==> src/hw/rtl/rpq_pkg.sv <==
// ----------------------------------------------------------------------------
// rpq_pkg
// Shared types and constants for the receive packet queue.
// ----------------------------------------------------------------------------
package rpq_pkg;

  localparam int unsigned MODE_W  = 2;
  localparam int unsigned BYTE_W  = 8;
  localparam int unsigned KIND_W  = 3;
  localparam int unsigned PLEN_W  = 7;
  localparam int unsigned EVICT_W = 8;

  localparam logic [EVICT_W-1:0] EVICT_SAT = '1;
  localparam logic [PLEN_W-1:0]  PLEN_SAT  = '1;

  typedef enum logic [MODE_W-1:0] {
    MODE_RADIO = 2'd0,
    MODE_READ  = 2'd1,
    MODE_FLUSH = 2'd2,
    MODE_ABORT = 2'd3
  } mode_e;

  typedef enum logic [KIND_W-1:0] {
    KIND_STORED    = 3'd0,
    KIND_CRC_DROP  = 3'd1,
    KIND_BAD_LEN   = 3'd2,
    KIND_ABORT     = 3'd3,
    KIND_READ_BYTE = 3'd4,
    KIND_EMPTY     = 3'd5,
    KIND_FLUSHED   = 3'd6
  } kind_e;

  typedef enum logic [1:0] {
    PH_LEN     = 2'd0,
    PH_PAYLOAD = 2'd1,
    PH_RSSI    = 2'd2,
    PH_LQI     = 2'd3
  } phase_e;

  typedef enum logic [3:0] {
    S_IDLE,
    S_DECODE,
    S_EMIT,
    S_EV_CHECK,
    S_EV_WAIT,
    S_PUSH_DATA,
    S_RD_LEN,
    S_RD_ISSUE,
    S_RD_BYTE
  } state_e;

  typedef enum logic [3:0] {
    OP_NONE,
    OP_LATCH,
    OP_LEN,
    OP_STAGE,
    OP_RSSI,
    OP_LQI,
    OP_FLUSH,
    OP_ABORT,
    OP_QRD_HEAD,
    OP_EVICT,
    OP_PUSH_LEN,
    OP_PUSH_BYTE,
    OP_RD_START,
    OP_RD_ISSUE,
    OP_RD_NEXT
  } dp_op_e;

  typedef struct packed {
    dp_op_e op;
    logic   emit;
    kind_e  kind;
    logic   last;
    logic   byte_valid;
  } ctrl_cmd_t;

  typedef struct packed {
    mode_e  mode;
    phase_e phase;
    logic   len_bad;
    logic   crc_ok;
    logic   q_empty;
    logic   fits;
    logic   cp_last;
    logic   n_zero;
    logic   rd_last;
    logic   out_free;
  } dp_status_t;

endpackage

==> src/hw/rtl/rpq_ctrl.sv <==
// ----------------------------------------------------------------------------
// rpq_ctrl
// Sequencer: decodes a request and steps the datapath through it.
// ----------------------------------------------------------------------------
module rpq_ctrl (
  input  logic               clk_i,
  input  logic               rst_ni,
  input  logic               req_valid_i,
  output logic               req_ready_o,
  input  rpq_pkg::dp_status_t status_i,
  output rpq_pkg::ctrl_cmd_t  cmd_o
);
  import rpq_pkg::*;

  state_e state_q, state_d;
  kind_e  kind_q, kind_d;

  always_ff @(posedge clk_i or negedge rst_ni) begin
    if (!rst_ni) begin
      state_q <= S_IDLE;
      kind_q  <= KIND_STORED;
    end else begin
      state_q <= state_d;
      kind_q  <= kind_d;
    end
  end

  // Next state
  always_comb begin
    state_d = state_q;
    kind_d  = kind_q;
    unique case (state_q)
      S_IDLE: begin
        if (req_valid_i) state_d = S_DECODE;
      end
      S_DECODE: begin
        unique case (status_i.mode)
          MODE_RADIO: begin
            unique case (status_i.phase)
              PH_LEN: begin
                if (status_i.len_bad) begin
                  state_d = S_EMIT;
                  kind_d  = KIND_BAD_LEN;
                end else begin
                  state_d = S_IDLE;
                end
              end
              PH_PAYLOAD, PH_RSSI: state_d = S_IDLE;
              PH_LQI: begin
                if (status_i.crc_ok) begin
                  state_d = S_EV_CHECK;
                end else begin
                  state_d = S_EMIT;
                  kind_d  = KIND_CRC_DROP;
                end
              end
              default: state_d = S_IDLE;
            endcase
          end
          MODE_READ: begin
            if (status_i.q_empty) begin
              state_d = S_EMIT;
              kind_d  = KIND_EMPTY;
            end else begin
              state_d = S_RD_LEN;
            end
          end
          MODE_FLUSH: begin
            state_d = S_EMIT;
            kind_d  = KIND_FLUSHED;
          end
          MODE_ABORT: begin
            state_d = S_EMIT;
            kind_d  = KIND_ABORT;
          end
          default: state_d = S_IDLE;
        endcase
      end
      S_EMIT: begin
        if (status_i.out_free) state_d = S_IDLE;
      end
      S_EV_CHECK: begin
        state_d = status_i.fits ? S_PUSH_DATA : S_EV_WAIT;
      end
      S_EV_WAIT: state_d = S_EV_CHECK;
      S_PUSH_DATA: begin
        if (status_i.cp_last) begin
          state_d = S_EMIT;
          kind_d  = KIND_STORED;
        end
      end
      S_RD_LEN: begin
        if (status_i.n_zero) begin
          state_d = S_EMIT;
          kind_d  = KIND_READ_BYTE;
        end else begin
          state_d = S_RD_ISSUE;
        end
      end
      S_RD_ISSUE: state_d = S_RD_BYTE;
      S_RD_BYTE: begin
        if (status_i.out_free) state_d = status_i.rd_last ? S_IDLE : S_RD_ISSUE;
      end
      default: state_d = S_IDLE;
    endcase
  end

  // Outputs
  always_comb begin
    req_ready_o      = 1'b0;
    cmd_o            = '0;
    cmd_o.op         = OP_NONE;
    cmd_o.kind       = KIND_STORED;
    unique case (state_q)
      S_IDLE: begin
        req_ready_o = 1'b1;
        if (req_valid_i) cmd_o.op = OP_LATCH;
      end
      S_DECODE: begin
        unique case (status_i.mode)
          MODE_RADIO: begin
            unique case (status_i.phase)
              PH_LEN:     if (!status_i.len_bad) cmd_o.op = OP_LEN;
              PH_PAYLOAD: cmd_o.op = OP_STAGE;
              PH_RSSI:    cmd_o.op = OP_RSSI;
              PH_LQI:     cmd_o.op = OP_LQI;
              default:    cmd_o.op = OP_NONE;
            endcase
          end
          MODE_READ:  if (!status_i.q_empty) cmd_o.op = OP_QRD_HEAD;
          MODE_FLUSH: cmd_o.op = OP_FLUSH;
          MODE_ABORT: cmd_o.op = OP_ABORT;
          default:    cmd_o.op = OP_NONE;
        endcase
      end
      S_EMIT: begin
        if (status_i.out_free) begin
          cmd_o.emit = 1'b1;
          cmd_o.kind = kind_q;
          cmd_o.last = 1'b1;
        end
      end
      S_EV_CHECK:  cmd_o.op = status_i.fits ? OP_PUSH_LEN : OP_QRD_HEAD;
      S_EV_WAIT:   cmd_o.op = OP_EVICT;
      S_PUSH_DATA: cmd_o.op = OP_PUSH_BYTE;
      S_RD_LEN:    cmd_o.op = OP_RD_START;
      S_RD_ISSUE:  cmd_o.op = OP_RD_ISSUE;
      S_RD_BYTE: begin
        if (status_i.out_free) begin
          cmd_o.op         = OP_RD_NEXT;
          cmd_o.emit       = 1'b1;
          cmd_o.kind       = KIND_READ_BYTE;
          cmd_o.last       = status_i.rd_last;
          cmd_o.byte_valid = 1'b1;
        end
      end
      default: cmd_o.op = OP_NONE;
    endcase
  end

endmodule

==> config.mk <==
export PLATFORM = sky130hd
export DESIGN_NAME = rpq_ctrl
export DESIGN_NICKNAME = d
export VERILOG_FILES = /design/src/hw/rtl/rpq_pkg.sv /design/src/hw/rtl/rpq_ctrl.sv
export SDC_FILE = /design/constraint.sdc
export NUM_CORES = 1
export LEC_CHECK = 0
export ABC_AREA = 0
export BUFFER_PORTS_ARGS = -buffer_cell sky130_fd_sc_hd__buf_4
export CORE_MARGIN = 2
export CORE_UTILIZATION = 45
export DETAILED_ROUTE_END_ITERATION = 7
export GPL_TIMING_DRIVEN = 0
export PLACE_DENSITY = 0.74
export SKIP_CTS_REPAIR_TIMING = 1
export SYNTH_ARGS = -nofsm -noshare
export SYNTH_HDL_FRONTEND = slang
export SYNTH_SLANG_ARGS = --single-unit
export TNS_END_PERCENT = 5
==> constraint.sdc <==
create_clock -name clk_i -period 2.7 [get_ports clk_i]
set_input_delay 0.81 -clock clk_i [delete_from_list [all_inputs] [get_ports clk_i]]
set_output_delay 0.81 -clock clk_i [all_outputs]
set_load 0.005 [all_outputs]
=== After elaboration in Yosys (flattened, before gate mapping) ===
Cells that the tools add are included.

* Bitwise operators: 0
* Equality and inequality tests: 23
* Multiply operators: 0
* Muxes and demuxes: 33
* Reduce and logical (&&, ||, !) cells: 8
* Shifts and indexed selects: 0
* Add/sub/neg operators: 0
* Divide/modulo/power cells: 0
* $lt $le $gt $ge: 0

{| class="wikitable"
|+ Operators with widths
! kind !! number
|-
| 4-bit one-hot mux with 9 select lines || 1
|-
| 4-bit one-hot mux with 4 select lines || 2
|-
| 4-bit one-hot mux with 8 select lines || 1
|-
| 3-bit two-way mux || 8
|-
| 4-bit one-hot mux with 3 select lines || 2
|-
| 4-bit two-way mux || 5
|-
| 4-bit by 3-bit == test with 1-bit output, second input constant || 4
|-
| 3-bit one-hot mux with 4 select lines || 1
|-
| 10-bit two-way mux || 1
|-
| 2-bit inequality test, second input constant || 5
|-
| 5-bit one-hot mux with 2 select lines || 1
|-
| 3-bit one-hot mux with 3 select lines || 1
|-
| 2-bit == test, second input constant || 4
|-
| 4-bit by 2-bit == test with 1-bit output, second input constant || 2
|-
| 4-bit inequality test, second input constant || 2
|-
| 7-bit AND reduction || 1
|-
| 2-bit two-way mux || 3
|-
| 3-bit one-hot mux with 2 select lines || 1
|-
| 1-bit two-way mux || 5
|-
| 5-bit two-way mux || 1
|-
| 2-bit by 1-bit == test with 1-bit output, second input constant || 2
|-
| 4-bit by 1-bit == test with 1-bit output, second input constant || 1
|-
| 4-bit == test, second input constant || 1
|-
| 2-bit logical NOT || 2
|-
| other kinds (6) || 7
|}

* Register bits: 7
* Bits in writable memories: 0
* Memories kept: 0
* Latch bits: 0
* Memory bits (read-only): 0
* Output and inout bits: 11

=== Depth between registers and ports, before layout ===
* Word-level depth: 5
* Mapped depth: 7
* Depth with buffers taken out: 7

=== Least setup slack after synthesis ===
OpenSTA, ideal clock, no wires.

* Kind: input port to output port
* Start point: input port status_i[10] in the netlist's numbering
* End point: output port cmd_o[6] in the netlist's numbering
* Cell stages on the path: 7
* Data required time: 1890 ps
* Path slack: 76 ps
* Data arrival time: 1814 ps
* Cells stage by stage: inv_1 -> ha_1 -> clkbuf_1 -> nor2_1 -> a211oi_1 -> o21ai_0 -> a21oi_1

{| class="wikitable"
|+ RTL lines
! item !! RTL line !! text
|-
| start: declaration || rpq_ctrl.sv:10 || <nowiki>input rpq_pkg::dp_status_t status_i,</nowiki>
|-
| end: declaration || rpq_ctrl.sv:11 || <nowiki>output rpq_pkg::ctrl_cmd_t cmd_o</nowiki>
|}

==> impl_metrics.env <==
export IMPL_synth_top_area_frac=0.187
export IMPL_worst_pin_slew_ns=0.495
export IMPL_io_buffers=25
export IMPL_drc=0
export IMPL_ys_seq_area_frac=0.187
export IMPL_cts_buffers=3
export IMPL_first_pass_iters=4
export IMPL_drive_gt1_frac=0.333
export IMPL_post_drt_via_cell_ratio=5.42
export IMPL_htreeDepth=1
export IMPL_synthMuxAreaShare=0.0454
export IMPL_synth_top_cell_by_area="dfrtp_1"
export IMPL_period_share=0.994
export IMPL_root_buffer="clkbuf_4"
export IMPL_p_int_mw=0.481
export IMPL_path_cells="buf_8 -> ha_2 -> nor3_4 -> nor2_2 -> a221o_1 -> buf_4"
export IMPL_outcome="finished clean"
export IMPL_critPathMaxStageDelay_ns=0.31
export IMPL_globalplace_congestion=0.898
export IMPL_synth_ff_type="dfrtp_1"
export IMPL_core_rowCount=16
export IMPL_pwr_share_comb=0.695
export IMPL_die_area_um2=2460
export IMPL_p_leak_nw=0.579
export IMPL_placed_area_um2=1160
export IMPL_reg2reg_setup_slack_ns=0.87
export IMPL_clk_latency_ns=0.25
export IMPL_switching_power_mw=0.383
export IMPL_fmax_mhz=373
export IMPL_synth_top_family_by_area="compound AO/OA/AOI/OAI gates"
export IMPL_wl_per_cell_um=13.1
export IMPL_antenna_left=0
export IMPL_ys_top_cells_by_area="dfrtp_1, ha_1, a21oi_1"
export IMPL_synthAdderAreaFrac=0.160
export IMPL_grt_max_degree=11
export IMPL_rsz0062_at_grt="true"
export IMPL_busiest_layer="met2"
export IMPL_grt_pass1_vias=943
export IMPL_grtUsageMet2=0.347
export IMPL_grtUsageMet1=0.283
export IMPL_drt_iter0_markers=18
export IMPL_clkTransAtPathRegs_ns=0.05
export IMPL_synth_nets=152
export IMPL_worst_setup_path_start_kind="input port"
export IMPL_grt_pass1_wl_um=4100
export IMPL_cp_max_fo=3
export IMPL_gr_total_overflow=0
export IMPL_maxCapViolCount=0
export IMPL_syn_inst=125
export IMPL_vdd_drop_max_uv=509
export IMPL_maxSlewHeadroom=0.670
export IMPL_area_growth_synth_to_final_pct=38.3
export IMPL_synth_async_reset_ratio=1.00
export IMPL_power_density_nw_per_um2=666
export IMPL_fp_dieH_um=49.6
export IMPL_vias=991
export IMPL_synthXorXnorAreaFrac=0
export IMPL_antenna_found_initial=0
export IMPL_synth_compound_area_frac=0.266
export IMPL_syn_area_per_cell_um2=7.50
export IMPL_hold_class="in -> async"
export IMPL_design_area_um2=1300
export IMPL_swShare=0.443
export IMPL_ys_seq_elements=7
export IMPL_netlist_area_um2=937
export IMPL_r2r_end="kind_q[1]$_DFFE_PN0P_"
export IMPL_final_util=0.661
export IMPL_cp_num_cells=6
export IMPL_tritoncts="built"
export IMPL_hpwlAfterDp_um=1880
export IMPL_die_w_um=49.6
export IMPL_cp_end_kind="output port"
export IMPL_wirelength_um=2400
export IMPL_grt_met3_usage=0.0485
export IMPL_finalHoldViolations=0
export IMPL_initial_core_util=0.478
export IMPL_design_core_area_um2=1960
export IMPL_cts_path_max_buffers=2
export IMPL_slew_viol_final=0
export IMPL_reg2regPathDepth=6
export IMPL_antenna_cells=0
export IMPL_skew_ns=0.00395
export IMPL_worstPathRequired_ns=1.89
export IMPL_endpoint="cmd_o[8]"
export IMPL_cts_sinks=7
export IMPL_finalSetupViolCount=0
export IMPL_final_nets=184
export IMPL_worstReg2RegStart="state_q[1]$_DFFE_PN0P_"
export IMPL_ios=26
export IMPL_synthSimpleGateAreaFrac=0.259
export IMPL_synth_edf_count=0
export IMPL_crit_buf_inv=2
export IMPL_startpoint="status_i[10]"
export IMPL_power_frac_clock=0.108
export IMPL_path_class="in -> out"
export IMPL_cp_slowest_cell="a221o_1"
export IMPL_ys_warn_count=0
export IMPL_sequentialPowerShare=0.197
export IMPL_cp_arrival_ns=1.87
export IMPL_path_delay_family="compound AO/OA/AOI/OAI gates"
export IMPL_fin_crit_ns=2.68
export IMPL_gr_usage_all_layers=0.211
export IMPL_synth_distinct_cells=35
## power by group through the flow
stage                     clock network, mW  logic (mW)  registers (mW)
after floorplan                           0       0.392           0.164
after detailed placement                  0       0.569           0.172
after global placement                    0       0.569           0.170
final                                0.0932       0.600           0.170
after global routing                  0.110       0.661           0.175
after CTS                            0.0971       0.572           0.170
## area by class of cell
cell class	instances	area [um2]
tap	27	33.8
timing repair buffer	27	218
buffer	8	47.5
fill	185	666
sequential	7	175
multi-input combinational	100	746
inverter	10	50.0
clock buffer	4	26.3
## cell families after synthesis
kind of cell,Yosys count
mux,4
simple gates,44
compound gates,40
fa+ha+maj,12
buf+inv,18
flops,7
## state kept, by name, indices dropped and copies added (netlist names)
register  flops
state_q       4
kind_q        3
## layer usage
| layer | wire (um) | share of wire |
|---|---|---|
| met1 | 1090 | 0.45 |
| met2 | 1140 | 0.48 |
| met3 | 157 | 0.065 |
| met4 | 16 | 0.0067 |
| met5 | 0 | 0 |
## cells in the mapped netlist, types with 3 or more instances
cell       n
nand2_1    6
clkbuf_1   4
nor3_1     5
nand2b_1   5
dfrtp_1    7
or3_1      3
a21oi_1   18
nand3_1    3
inv_1     10
nor2_1    11
o22ai_1    3
ha_1      12
o21ai_0    9
## stage by stage
| step | cells | total power, mW | setup WS [ns] | hold slack [ns] | TNS, ns |
|---|---|---|---|---|---|
| 3_5_place_dp | 177 | 0.741 | -0.395 | 0.490 | -1.02 |
| 4_1_cts | 181 | 0.839 | -0.403 | 0.351 | -1.05 |
| 3_3_place_gp | 177 | 0.739 | -0.393 | 0.472 | -0.922 |
| 6_report | 183 | 0.864 | 0.0157 | 0.357 | 0 |
| 5_1_grt | 183 | 0.946 | -0.0278 | 0.336 | -0.0602 |
| 2_1_floorplan | 125 | 0.556 | 0.0759 | 0.456 | 0 |
## layout by cell type (no fill, tap or decap), drive strengths merged, types with 5 or more instances in the layout
master	instances
buf	32
a21oi	18
ha	12
nor2	11
inv	10
o21ai	9
dfrtp	7
nand2b	7
clkbuf	7
nand2	6
nor3	5
## worst min path at each step
stage	endpoint	slack [ns]
CTS	state_q[3]$_DFFE_PN0P_	0.35
finish	state_q[3]$_DFFE_PN0P_	0.36
floorplan	kind_q[1]$_DFFE_PN0P_	0.46
global route	state_q[3]$_DFFE_PN0P_	0.34
detailed placement	kind_q[1]$_DFFE_PN0P_	0.49
global placement	kind_q[1]$_DFFE_PN0P_	0.47
No activity file was read; power rests on OpenSTA's default activity.
